--- config.mk ---
export PLATFORM = sky130hd
export DESIGN_NAME = mvm_front
export DESIGN_NICKNAME = d
export VERILOG_FILES = /design/src/rtl/core/mvm_pkg.sv /design/src/rtl/core/mvm_fifo.sv /design/src/rtl/core/mvm_front.sv
export SDC_FILE = /design/constraint.sdc
export NUM_CORES = 1
export LEC_CHECK = 0
export ABC_AREA = 1
export BUFFER_PORTS_ARGS = -buffer_cell sky130_fd_sc_hd__buf_2
export CAP_MARGIN = 40
export CELL_PAD_IN_SITES_DETAIL_PLACEMENT = 1
export CELL_PAD_IN_SITES_GLOBAL_PLACEMENT = 1
export CORE_ASPECT_RATIO = 0.5
export CORE_MARGIN = 2
export CORE_UTILIZATION = 39
export DETAILED_ROUTE_END_ITERATION = 12
export GPL_ROUTABILITY_DRIVEN = 0
export GPL_TIMING_DRIVEN = 1
export PLACE_DENSITY_LB_ADDON = 0.08
export SLEW_MARGIN = 20
export SYNTH_ARGS = -nofsm -noshare
export SYNTH_HDL_FRONTEND = slang
export SYNTH_SLANG_ARGS = --single-unit
--- constraint.sdc ---
create_clock -name clk_i -period 2.6 [get_ports clk_i]
set_input_delay 0 -clock clk_i [delete_from_list [all_inputs] [get_ports clk_i]]
set_output_delay 0 -clock clk_i [all_outputs]
set_load 0.02 [all_outputs]
--- src/rtl/core/mvm_pkg.sv ---
// Shared types and constants for the matrix-vector multiply block.
`timescale 1ns / 1ps

package mvm_pkg;

  localparam int DEF_MAX_COLS   = 1024;
  localparam int DEF_VALUE_BITS = 16;

  localparam int VEC_INDEX_BITS = 10;
  localparam int COL_W          = 11;
  localparam int ROW_W          = 16;
  localparam int ACC_W          = 48;
  localparam int CFG_DATA_W     = 16;
  localparam int CFG_INDEX_W    = 1;

  localparam int CMD_QUEUE_DEPTH = 2;
  localparam int OUT_QUEUE_DEPTH = 4;

  localparam logic                   CMD_LOAD     = 1'b0;
  localparam logic                   CMD_MAC      = 1'b1;
  localparam logic [CFG_INDEX_W-1:0] CFG_NUM_COLS = 1'b0;
  localparam logic [CFG_INDEX_W-1:0] CFG_NUM_ROWS = 1'b1;

  typedef enum logic {
    OP_LOAD,
    OP_MAC
  } op_e;

  typedef struct packed {
    op_e                       op;
    logic [VEC_INDEX_BITS-1:0] vec_index;
    logic [VEC_INDEX_BITS-1:0] quot;
  } item_t;

  typedef struct packed {
    logic [COL_W-1:0] num_cols;
    logic [ROW_W-1:0] num_rows;
  } cfg_t;

  typedef struct packed {
    logic [ACC_W-1:0] row_sum;
    logic [ROW_W-1:0] row_index;
    logic             last_row;
  } result_t;

endpackage

--- src/rtl/core/mvm_fifo.sv ---
// Small register queue with occupancy count.
`timescale 1ns / 1ps

module mvm_fifo #(
  parameter type T     = logic,
  parameter int  DEPTH = 2,
  parameter int  CNT_W = $clog2(DEPTH + 1)
) (
  input  logic             clk_i,
  input  logic             rst_ni,
  input  logic             push_i,
  input  T                 data_i,
  output logic             full_o,
  input  logic             pop_i,
  output logic             valid_o,
  output T                 data_o,
  output logic [CNT_W-1:0] count_o
);

  localparam int PTR_W = (DEPTH > 1) ? $clog2(DEPTH) : 1;

  T                 data_q [DEPTH];
  logic [PTR_W-1:0] wr_ptr_q, wr_ptr_d;
  logic [PTR_W-1:0] rd_ptr_q, rd_ptr_d;
  logic [CNT_W-1:0] cnt_q, cnt_d;
  logic             do_push, do_pop;

  assign valid_o = (cnt_q != '0);
  assign full_o  = (cnt_q == CNT_W'(DEPTH));
  assign data_o  = data_q[rd_ptr_q];
  assign count_o = cnt_q;
  assign do_push = push_i && !full_o;
  assign do_pop  = pop_i && valid_o;

  always_comb begin
    wr_ptr_d = wr_ptr_q;
    rd_ptr_d = rd_ptr_q;
    if (do_push) begin
      wr_ptr_d = (wr_ptr_q == PTR_W'(DEPTH - 1)) ? '0 : wr_ptr_q + 1'b1;
    end
    if (do_pop) begin
      rd_ptr_d = (rd_ptr_q == PTR_W'(DEPTH - 1)) ? '0 : rd_ptr_q + 1'b1;
    end
    cnt_d = cnt_q + CNT_W'(do_push) - CNT_W'(do_pop);
  end

  always_ff @(posedge clk_i or negedge rst_ni) begin
    if (!rst_ni) begin
      wr_ptr_q <= '0;
      rd_ptr_q <= '0;
      cnt_q    <= '0;
    end else begin
      wr_ptr_q <= wr_ptr_d;
      rd_ptr_q <= rd_ptr_d;
      cnt_q    <= cnt_d;
    end
  end

  always_ff @(posedge clk_i) begin
    if (do_push) begin
      data_q[wr_ptr_q] <= data_i;
    end
  end

endmodule

--- src/rtl/core/mvm_front.sv ---
// Input side: accepts items, classifies them and queues them for execution.
`timescale 1ns / 1ps

module mvm_front #(
  parameter int MAX_COLS   = mvm_pkg::DEF_MAX_COLS,
  parameter int VALUE_BITS = mvm_pkg::DEF_VALUE_BITS
) (
  input  logic                                  clk_i,
  input  logic                                  rst_ni,
  input  logic                                  in_valid_i,
  output logic                                  in_ready_o,
  input  logic                                  cmd_i,
  input  logic [mvm_pkg::VEC_INDEX_BITS-1:0]    vec_index_i,
  input  logic signed [VALUE_BITS-1:0]          value_i,
  output logic                                  q_valid_o,
  input  logic                                  q_pop_i,
  output mvm_pkg::item_t                        item_o,
  output logic signed [VALUE_BITS-1:0]          value_o
);

  import mvm_pkg::*;

  localparam int RECIP_SHIFT = 2 * VEC_INDEX_BITS;
  localparam int RECIP_W     = RECIP_SHIFT + 1;
  localparam int RECIP       = ((1 << RECIP_SHIFT) + MAX_COLS - 1) / MAX_COLS;
  localparam int PROD_W      = VEC_INDEX_BITS + RECIP_W;

  typedef struct packed {
    item_t                  item;
    logic [VALUE_BITS-1:0]  value;
  } entry_t;

  entry_t            entry_in, entry_out;
  logic [PROD_W-1:0] recip_prod;
  logic              full;

  assign recip_prod = PROD_W'(vec_index_i) * PROD_W'(RECIP_W'(RECIP));

  always_comb begin
    entry_in.item.op        = (cmd_i == CMD_MAC) ? OP_MAC : OP_LOAD;
    entry_in.item.vec_index = vec_index_i;
    entry_in.item.quot      = recip_prod[RECIP_SHIFT +: VEC_INDEX_BITS];
    entry_in.value          = value_i;
  end

  assign in_ready_o = !full;

  mvm_fifo #(
    .T     (entry_t),
    .DEPTH (CMD_QUEUE_DEPTH)
  ) u_cmd_queue (
    .clk_i   (clk_i),
    .rst_ni  (rst_ni),
    .push_i  (in_valid_i),
    .data_i  (entry_in),
    .full_o  (full),
    .pop_i   (q_pop_i),
    .valid_o (q_valid_o),
    .data_o  (entry_out),
    .count_o ()
  );

  assign item_o  = entry_out.item;
  assign value_o = entry_out.value;

endmodule

==> results of run 1 <==
==> sequential cells by signal, summed over array words and instances (netlist names) <==
signal and flops:
u_cmd_queue.data_q 54, u_cmd_queue.wr_ptr_q 1, u_cmd_queue.count_o 2, u_cmd_queue.rd_ptr_q 1
==> cell usage in the layout, fill, tap and decap left out <==
cell / synthesis / layout
dlygate4sd3_1: 0 / 29
nand2_1: 94 / 94
bufinv_16: 0 / 2
inv_1: 9 / 9
nand3_1: 3 / 3
clkinv_1: 0 / 3
buf_2: 0 / 59
buf_4: 10 / 3
ha_1: 2 / 2
inv_2: 1 / 1
clkbuf_16: 0 / 9
nor2_2: 0 / 1
conb_1: 1 / 10
edfxtp_1: 54 / 54
dfrtp_1: 4 / 4
==> worst max path at each step <==
stage,end,cells after the start
floorplan,u_cmd_queue.data_q[1][0],3
global placement,u_cmd_queue.data_q[0][6],4
detailed placement,u_cmd_queue.data_q[0][5],4
CTS,u_cmd_queue.data_q[0][1],4
global route,u_cmd_queue.data_q[0][21],4
finish,u_cmd_queue.data_q[0][5],4
==> per-stage QoR <==
stage          hold WS [ps]  area, um2
4_1_cts               7.967       3192
6_report              8.192       3192
3_5_place_dp         -187.6       2605
2_1_floorplan        -295.6       2325
3_3_place_gp         -188.8       2605
5_1_grt               16.36       3192
==> per-layer routing <==
layer	share of wire, %	track usage [%]	wire length [um]	vias up
met5	0	0	0	-
met4	1.1	7.666	55	0
met3	5.3	6.381	275	7
met2	53	31.41	2713	46
met1	41	17.87	2100	767
li1	-	-	-	773
==> layout make-up <==
class,count,area share (%)
Clock buffer,9,7.056
Sequential cell,58,53.94
Tap cell,73,2.862
Clock inverter,5,2.234
Multi-Input combinational cell,110,13.68
Inverter,10,1.176
Timing Repair Buffer,91,19.05
==> cell families after synthesis <==
kind of cell,after synthesis,share of synthesized area (%)
DFF,58,75.15
buffers and inverters,25,7.372
and+or+nand+nor,98,16.22
adders and majority gates,2,1.092
other,1,0.1637
==> power by group <==
group | internal [mW] | leakage (nW) | switching [mW]
logic | 0.367 | 0.754 | 0.890
clock network | 0.815 | 0.144 | 0.363
registers | 1.28 | 0.550 | 0.0622
==> cell usage after synthesis (all sizes together) <==
master | count | share of area, %
nand3 | 3 | 0.66
conb | 1 | 0.16
nor2 | 1 | 0.16
edfxtp | 54 | 71
ha | 2 | 1.1
buf | 15 | 5.7
nand2 | 94 | 15
inv | 10 | 1.6
dfrtp | 4 | 4.4
==> worst max-delay path: cells and delay by family (launching register included) <==
kind / cells / cell delay [ps]
buffers and inverters: 2 / 590
flip-flops: 1 / 400
AND/OR/NAND/NOR: 2 / 230
==> results.md, run 1 <==
- Lkg Pwr: 1.448 nW
- Post-DP HPWL: 3.104 mm
- I/O pin cnt: 70
- Area growth syn-to-layout: 39.32%
- Mean post-synth cell area: 12.45 um2
- Drt first pass iters: 4
- Die height: just under 60 um
- Flop and latch count out of synthesis: 58
- WS Path Type: flip-flop to flip-flop
- First-pass GRT wire length: 8.052 mm
- Register area share after synthesis: 75.15%
- DRC violations left: 0
- Worst-Skew Late Latency: 310 ps
- Hold path endpoint: u_cmd_queue.wr_ptr_q
- Initial antenna violation count: 0
- Setup crit start kind: flip-flop
- Post-layout min period: approximately 1500 ps
- Rows: 19
- DR iter-0 viols: 53
- Total GRT Usage: 17.05%
- Fin crit share: about three fifths
- Setup TNS: 0 ps
- Worst stage delay on the critical path: 400 ps
- HP Class: input pin to flip-flop
- Hold Crit Depth: 3
- Setup slack, reg-to-reg: approximately 1100 ps
- Die Area: 6541 um2
- Dpl ws: roughly 1100 ps
- CTS tree: built
- P per Cell Area: around 1200 nW/um2
- CTS Root Cell: clkbuf_16
- Cts hold-fix bufs: 29
- WP data arrival: 1540 ps
- Vias in the first global route: between 1500 and 2000
- Antenna viol nets, final: 0
- Initial Util: between 40% and 50%
- Cell count after synthesis: 184
- FMAX: 647.0 MHz
- Max cap viols: 0
- Area occupied by multi-input gates: 436.7 um2
- NumNets Final: 313
- Max-slew violations: 0
- Critical Path RT: 2590 ps
- Grt total ovfl: 0
- H-tree depth: 3
- CTS buffer count: 9
- Largest net degree at the start of global routing: 29
- Critical path's slowest cell: dfrtp_1
- Share of cells above drive strength 1: 26.50%
- Crit path launch: u_cmd_queue.count_o[1]
- Reg-to-Reg Start: u_cmd_queue.count_o[1]
- Final setup fails: 0
- Number of fill cells: approximately 610
- Post-CTS setup buffers: 0
- RSZ-0062 raised after global routing: false
- Peak supply drop: 0.7968 mV
- Total power: roughly 3.8 mW
- Core Region: about 5600 um2
- Synth cell types: 11
- Routed len/inst: ~14 um
- Reg-to-reg endpoint: u_cmd_queue.data_q[0][5]
- CTS sink cnt: 58
- Final WL: 5.145 mm
- Reg area: 1722 um2
- Worst hold start: in_valid_i
- R2R cell count: 4
- Status: finished, final reports clean
- Worst setup EP type: flip-flop
- Placed Cells: 313
- Vias: 1593
- Die width: 112.4 um
- IO Port Bufs: 59
- Clock skew: ~4 ps
- Average via count per standard cell: 4.475
- Final hold violations: 0
- Final core occ: a little under three fifths
- Mapped cell area: between 2000 and 2500 um2
- Final Non-Filler Cells: 356
- Synth Warn #: 0
- ANT cells: 0
- Clk buf depth: 2
- Crit Path Max Fanout: 20
- CP cell instances: nand2_1 -> nand3_1 -> inv_1 -> buf_4
- Cts repair resizes: 0
- Clk slew on worst S/H paths: around 50 ps
- Post-route setup slack: approximately 1100 ps
Note: power is estimated with default switching activity, not from simulation.
==> run 2: changes to the inputs <==
Settings changed: CORE_UTILIZATION 39 to 35.
Clock period 2.6 ns to 1.3 ns, I/O delays scaled along.
==> run 2 against run 1 <==
  * The run now ends with setup timing left
  * Final cell count increased by 9.6%
  * Routed wire length increased by 12%
  * Sequential share of layout area decreased by 8.9 points
  * Sequential power increased by 110%
  * Clock power increased by 92%
  * Global-route usage decreased by 1.1 points
  * Critical endpoint is now u_cmd_queue.data_q[0][11]
  * Largest power group is now combinational cells
==> results.md, run 2 (synthesis results as in run 1) <==
- Critical Path RT: 1380 ps
- Failing checks: setup timing
- Status: complete, but fails checks
- Final Non-Filler Cells: around 400
- WS Path Type: flip-flop to flip-flop
- IO Port Bufs: 59
- H-tree depth: 3
- Initial antenna violation count: 0
- Core Region: 6206 um2
- I/O pin cnt: 70
- Worst path depth: 6
- Clock skew: 7.054 ps
- NumNets Final: 330
- Finished Cell Area: 3824 um2
- Area occupied by multi-input gates: 640.6 um2
- Final WL: 5.785 mm
- ANT cells: 0
- Max-slew violations: 0
- Routed len/inst: 14.83 um
- Final hold violations: 0
- Vias: approximately 1700
- Crit Path Max Fanout: 15
- Worst-Skew Late Latency: 320 ps
- Setup crit start kind: flip-flop
- Placed Cells: 339
- Initial Util: 36.92%
- Critical path's slowest cell: dfrtp_1
- Setup slack, reg-to-reg: -40 ps
- Total GRT Usage: 15.98%
- Post-DP HPWL: 3.490 mm
- Post-route setup slack: -35.36 ps
- Largest net degree at the start of global routing: 20
- Grt total ovfl: 0
- HP Class: input pin to asynchronous set/reset pin
- Worst setup EP type: flip-flop
- Commonest non-fill, non-tap cell in the layout: nand2_1
- Antenna viol nets, final: 0
- Commonest non-fill, non-tap cells in the layout: nand2_1, edfxtp_1, buf_2
- Reg area: around 1700 um2
- Post-layout min period: 1335 ps
- Crit-path leading delay family: buffers and inverters
- Lkg Pwr: between 1.5 and 2 nW
- Logic pwr share: 46.7%
- CP cell instances: inv_2 -> buf_6 -> nand2_8 -> nand3_4 -> clkinvlp_4 -> buf_12
- FMAX: between 700 and 800 MHz
- Die Area: ~7200 um2
- Max cap viols: 0
- CTS sink cnt: 58
- Final setup fails: 49
- DR iter-0 viols: 56
- Dpl ws: -135.4 ps
- Sequential power share: approximately 30%
- Clk slew on worst S/H paths: 50 ps
- Placed Area: roughly 2800 um2
- Top reg by flops: u_cmd_queue.data_q
- DRC violations left: 0
- Worst stage delay on the critical path: between 300 and 400 ps
- Worst Path Buf+Inv: 4
- Peak supply drop: 1.070 mV
- Switching portion of total power: 35.16%
- CTS Root Cell: clkbuf_16
- Average via count per standard cell: 4.295
- WP data arrival: 1410 ps
- R2R cell count: 6
- First-pass GRT wire length: roughly 8.4 mm
- CTS tree: built
- CTS buffer count: 9
- P per Cell Area: between 2000 and 2500 nW/um2
- Drt first pass iters: 4
- Clk buf depth: 2
- Int Pwr: roughly 6.1 mW
- Share of cells above drive strength 1: 46.69%
- Die width: about 120 um
- Max reg flops: 54
- Area growth syn-to-layout: 66.90%
- Fin crit share: 102.7%
- Die height: around 60 um
- Number of fill cells: 641
- Vias in the first global route: 1718
- Switch Pwr: 3.307 mW
- Clock Power Share: 24.1%
- RSZ-0062 raised after global routing: true
- Rows: 20
run 2: through the flow:
step	setup TNS [ps]	utilization, %	hold WS (ps)	power, mW
floorplan	-5887	-	-295.6	4.539
global placement	-28.16	44.80	-184.0	5.522
detailed placement	-197.1	44.80	-178.0	5.632
CTS	-640.8	55.42	14.23	8.208
global route	-4658	61.61	30.54	9.920
finish	-1121	61.61	19.55	9.404
run 2: worst paths after layout:
check / start / to
max: u_cmd_queue.count_o[0] / u_cmd_queue.data_q[0][11]
min: rst_ni / u_cmd_queue.wr_ptr_q
max reg2reg: u_cmd_queue.count_o[0] / u_cmd_queue.data_q[0][11]
min reg2reg: u_cmd_queue.wr_ptr_q / u_cmd_queue.wr_ptr_q
max in group asynchronous: rst_ni / u_cmd_queue.rd_ptr_q
min in group clk_i: vec_index_i[4] / u_cmd_queue.data_q[1][20]
run 2: worst register-to-register path: stages, from the launching register on:
cell and delay, ps:
dfrtp_1 370, inv_2 120, buf_6 130, nand2_8 60
nand3_4 70, clkinvlp_4 150, buf_12 190
run 2: power by group through the flow:
stage | Sequential, mW | Clock [mW] | Combinational, mW
after CTS | 2.68 | 2.30 | 3.22
after detailed placement | 2.71 | 0 | 2.92
after global routing | 2.79 | 2.39 | 4.74
after global placement | 2.69 | 0 | 2.83
after floorplan | 2.69 | 0 | 1.85
final | 2.75 | 2.26 | 4.39
run 2: what timing repair did:
action,in CTS,in global routing
buffers inserted,1,2
cloned,0,2
endpoints found under the setup margin,44,80
endpoints found under the hold margin,60,0
pin swaps,5,13
gates resized for setup,16,102
hold buffers,30,0
run 2: per-layer routing:
layer  wire length [um]  up-vias  share of wire, %  track usage (%)
li1                   -      813                 -                -
met1               2527      801                44            18.61
met2               2906       52                50            28.16
met3                259        9               4.5            5.648
met4                 91        0               1.6            6.633
met5                  0        -                 0                0
run 2: layout make-up:
| type | count | share of cell area, % |
|---|---|---|
| multi-input combinational | 110 | 16.75 |
| timing repair buffer | 108 | 26.44 |
| tap | 88 | 2.880 |
| inverter | 10 | 1.276 |
| clock buffer | 13 | 6.544 |
| clock inverter | 3 | 1.047 |
| sequential | 58 | 45.06 |
==> run 3: changes to the inputs <==
Settings changed: CORE_UTILIZATION 35 to 39, GPL_ROUTABILITY_DRIVEN 0 to 1.
Clock period 1.3 ns to 1.4 ns, I/O delays scaled along.
==> run 3 against run 2 <==
  * The flow still finishes with violations (setup timing)
  * Worst hold slack lost 1.7 ps
  * Via count grew 0.30%
  * Combinational power shrank 36%
  * Count of clock-buffer cells in the layout fell by 4
  * Non-clock buffer count down 7
  * Register-to-register slack improved by 30 ps
  * Power decreased by 18%
  * Die area fell by 9.8%
  * Critical path depth is 1 lower
  * Maximum frequency is 4.7% lower
  * Worst setup slack gained 34 ps
  * Highest routed layer unchanged
==> results.md, run 3 (synthesis results as in run 1) <==
- Status: complete, but fails checks
- Failing checks: setup timing
- Critical Path RT: around 1400 ps
- Fin crit share: 100.1%
- Max reg flops: 54
- CTS buffer count: 9
- Placer congestion estimate: 0.7247
- Final setup fails: 3
- Top reg by flops: u_cmd_queue.data_q
- ANT cells: 0
- Int Pwr: 5.067 mW
- Reg-to-reg endpoint: u_cmd_queue.data_q[1][4]
- I/O pin cnt: 70
- NumNets Final: 323
- Critical path's slowest cell: dfrtp_1
- Die Area: 6541 um2
- Die width: 112.4 um
- Setup crit start kind: flip-flop
- Grt total ovfl: 0
- WS Path Type: flip-flop to flip-flop
- Average via count per standard cell: 4.565
- Worst Path Buf+Inv: 2
- Commonest non-fill, non-tap cell in the layout: nand2_1
- Clock Power Share: 31.3%
- DR iter-0 viols: 37
- P per Cell Area: 2279 nW/um2
- CP cell instances: buf_4 -> nand2_2 -> nand2_2 -> nor2_4 -> buf_12
- Dpl ws: -68.16 ps
- IO Port Bufs: 59
- H-tree depth: 3
- Share of cells above drive strength 1: 33.56%
- Max cap viols: 0
- Peak supply drop: 1.207 mV
- Crit path launch: u_cmd_queue.count_o[1]
- Rows: 19
- First-pass GRT wire length: 8.259 mm
- FMAX: 713.6 MHz
- CTS tree: built
- Antenna viol nets, final: 0
- Drt first pass iters: 4
- Max-slew violations: 0
- DRC violations left: 0
- Switching portion of total power: around a third
- Sequential power share: 32.4%
- Placed Area: 2694 um2
- CP dominant cell by count: nand2_2
- WP data arrival: 1420 ps
- Worst path depth: 5
- Total GRT Usage: 17.56%
- Setup TNS: -2.885 ps
- Post-layout min period: approximately 1400 ps
- Clock skew: 6.237 ps
- Clk slew on worst S/H paths: around 50 ps
- Post-DP HPWL: approximately 3.3 mm
- Die height: 58.20 um
- Post-route setup slack: -1.340 ps
- Initial antenna violation count: 0
- R2R cell count: 5
- Final hold violations: 0
- CTS Root Cell: clkbuf_16
- Final WL: 5.584 mm
- Hold_ws: 17.88 ps
- Core Region: roughly 5600 um2
- Routed len/inst: 15.17 um
- Largest net degree at the start of global routing: 18
- Logic pwr share: 36.3%
- Crit-path leading delay family: flip-flops
- HP Class: input pin to flip-flop
- Vias: 1680
- Worst setup EP type: flip-flop
- Commonest non-fill, non-tap cells in the layout: nand2_1, buf_2, edfxtp_1
- Vias in the first global route: 1707
- Area growth syn-to-layout: 48.06%
- Setup slack, reg-to-reg: -1 ps
- Switch Pwr: 2.665 mW
- Crit Path Max Fanout: 16
- Worst stage delay on the critical path: 400 ps
- Reg-to-Reg Start: u_cmd_queue.count_o[1]
- Final core occ: 60.98%
- Finished Cell Area: 3392 um2
- CTS sink cnt: 58
- Worst-Skew Late Latency: approximately 320 ps
- Lkg Pwr: 1.523 nW
- Initial Util: 41.18%
- Clk buf depth: 2
- Setup crit end: u_cmd_queue.data_q[1][4]
-- run 3: cell types whose count changed in the layout (fill, tap and decap cells not counted), moves of 3 or more --
cell / before / now
buf_2: 34 / 59
buf_6: 30 / 2
clkbuf_1: 3 / 0
nand2_2: 26 / 3
nand2_1: 57 / 90
nand2_4: 10 / 1
-- run 3: worst register-to-register path: stages (launching register included) --
cell	delay [ps]
dfrtp_1	400
buf_4	160
nand2_2	90
nand2_2	100
nor2_4	170
buf_12	190
-- run 3: per-stage QoR --
stage / cells / power [mW]
2_1_floorplan: 193 / 4.157
3_3_place_gp: 318 / 4.956
3_5_place_dp: 318 / 5.048
4_1_cts: 364 / 7.612
5_1_grt: 368 / 8.144
6_report: 368 / 7.732
-- run 3: power groups by stage --
stage	Sequential, mW	Combinational (mW)	Clock, mW
final	2.50	2.81	2.42
after floorplan	2.49	1.66	0
after detailed placement	2.52	2.53	0
after CTS	2.49	2.67	2.45
after global routing	2.53	3.08	2.53
after global placement	2.50	2.46	0
-- run 3: final cells by class --
class,count,area (um2)
fill,588,2171
sequential,58,1722
timing repair buffer,101,728.2
multi-input combinational,110,476.7
clock buffer,9,225.2
clock inverter,7,107.6
tap,73,91.34
inverter,10,41.29
-- run 3: how the worst min path moves through the flow --
stage / from / slack (ps) / depth (start not counted) / to
final: in_valid_i / 20 / 3 / u_cmd_queue.wr_ptr_q
after global routing: in_valid_i / 30 / 3 / u_cmd_queue.wr_ptr_q
after CTS: rst_ni / 5 / 2 / u_cmd_queue.count_o[0]
after detailed placement: rst_ni / -190 / 1 / u_cmd_queue.count_o[0]
after global placement: rst_ni / -190 / 1 / u_cmd_queue.count_o[0]
after floorplan: rst_ni / -300 / 0 / u_cmd_queue.count_o[0]
-- run 3: what timing repair did --
| item | CTS | global route |
|---|---|---|
| resized for setup | 6 | 5 |
| setup buffers | 1 | 4 |
| hold buffers | 29 | 0 |
| pin swaps | 0 | 4 |
| hold endpoints to repair | 59 | 0 |
| endpoints found under the setup margin | 2 | 37 |
-- run 3: routing by layer --
| metal | global-route usage [%] | part of all wire (%) |
|---|---|---|
| met5 | 0 | 0 |
| met4 | 8.014 | 1.7 |
| met3 | 5.439 | 4.6 |
| met2 | 32.44 | 52 |
| met1 | 19.02 | 41 |
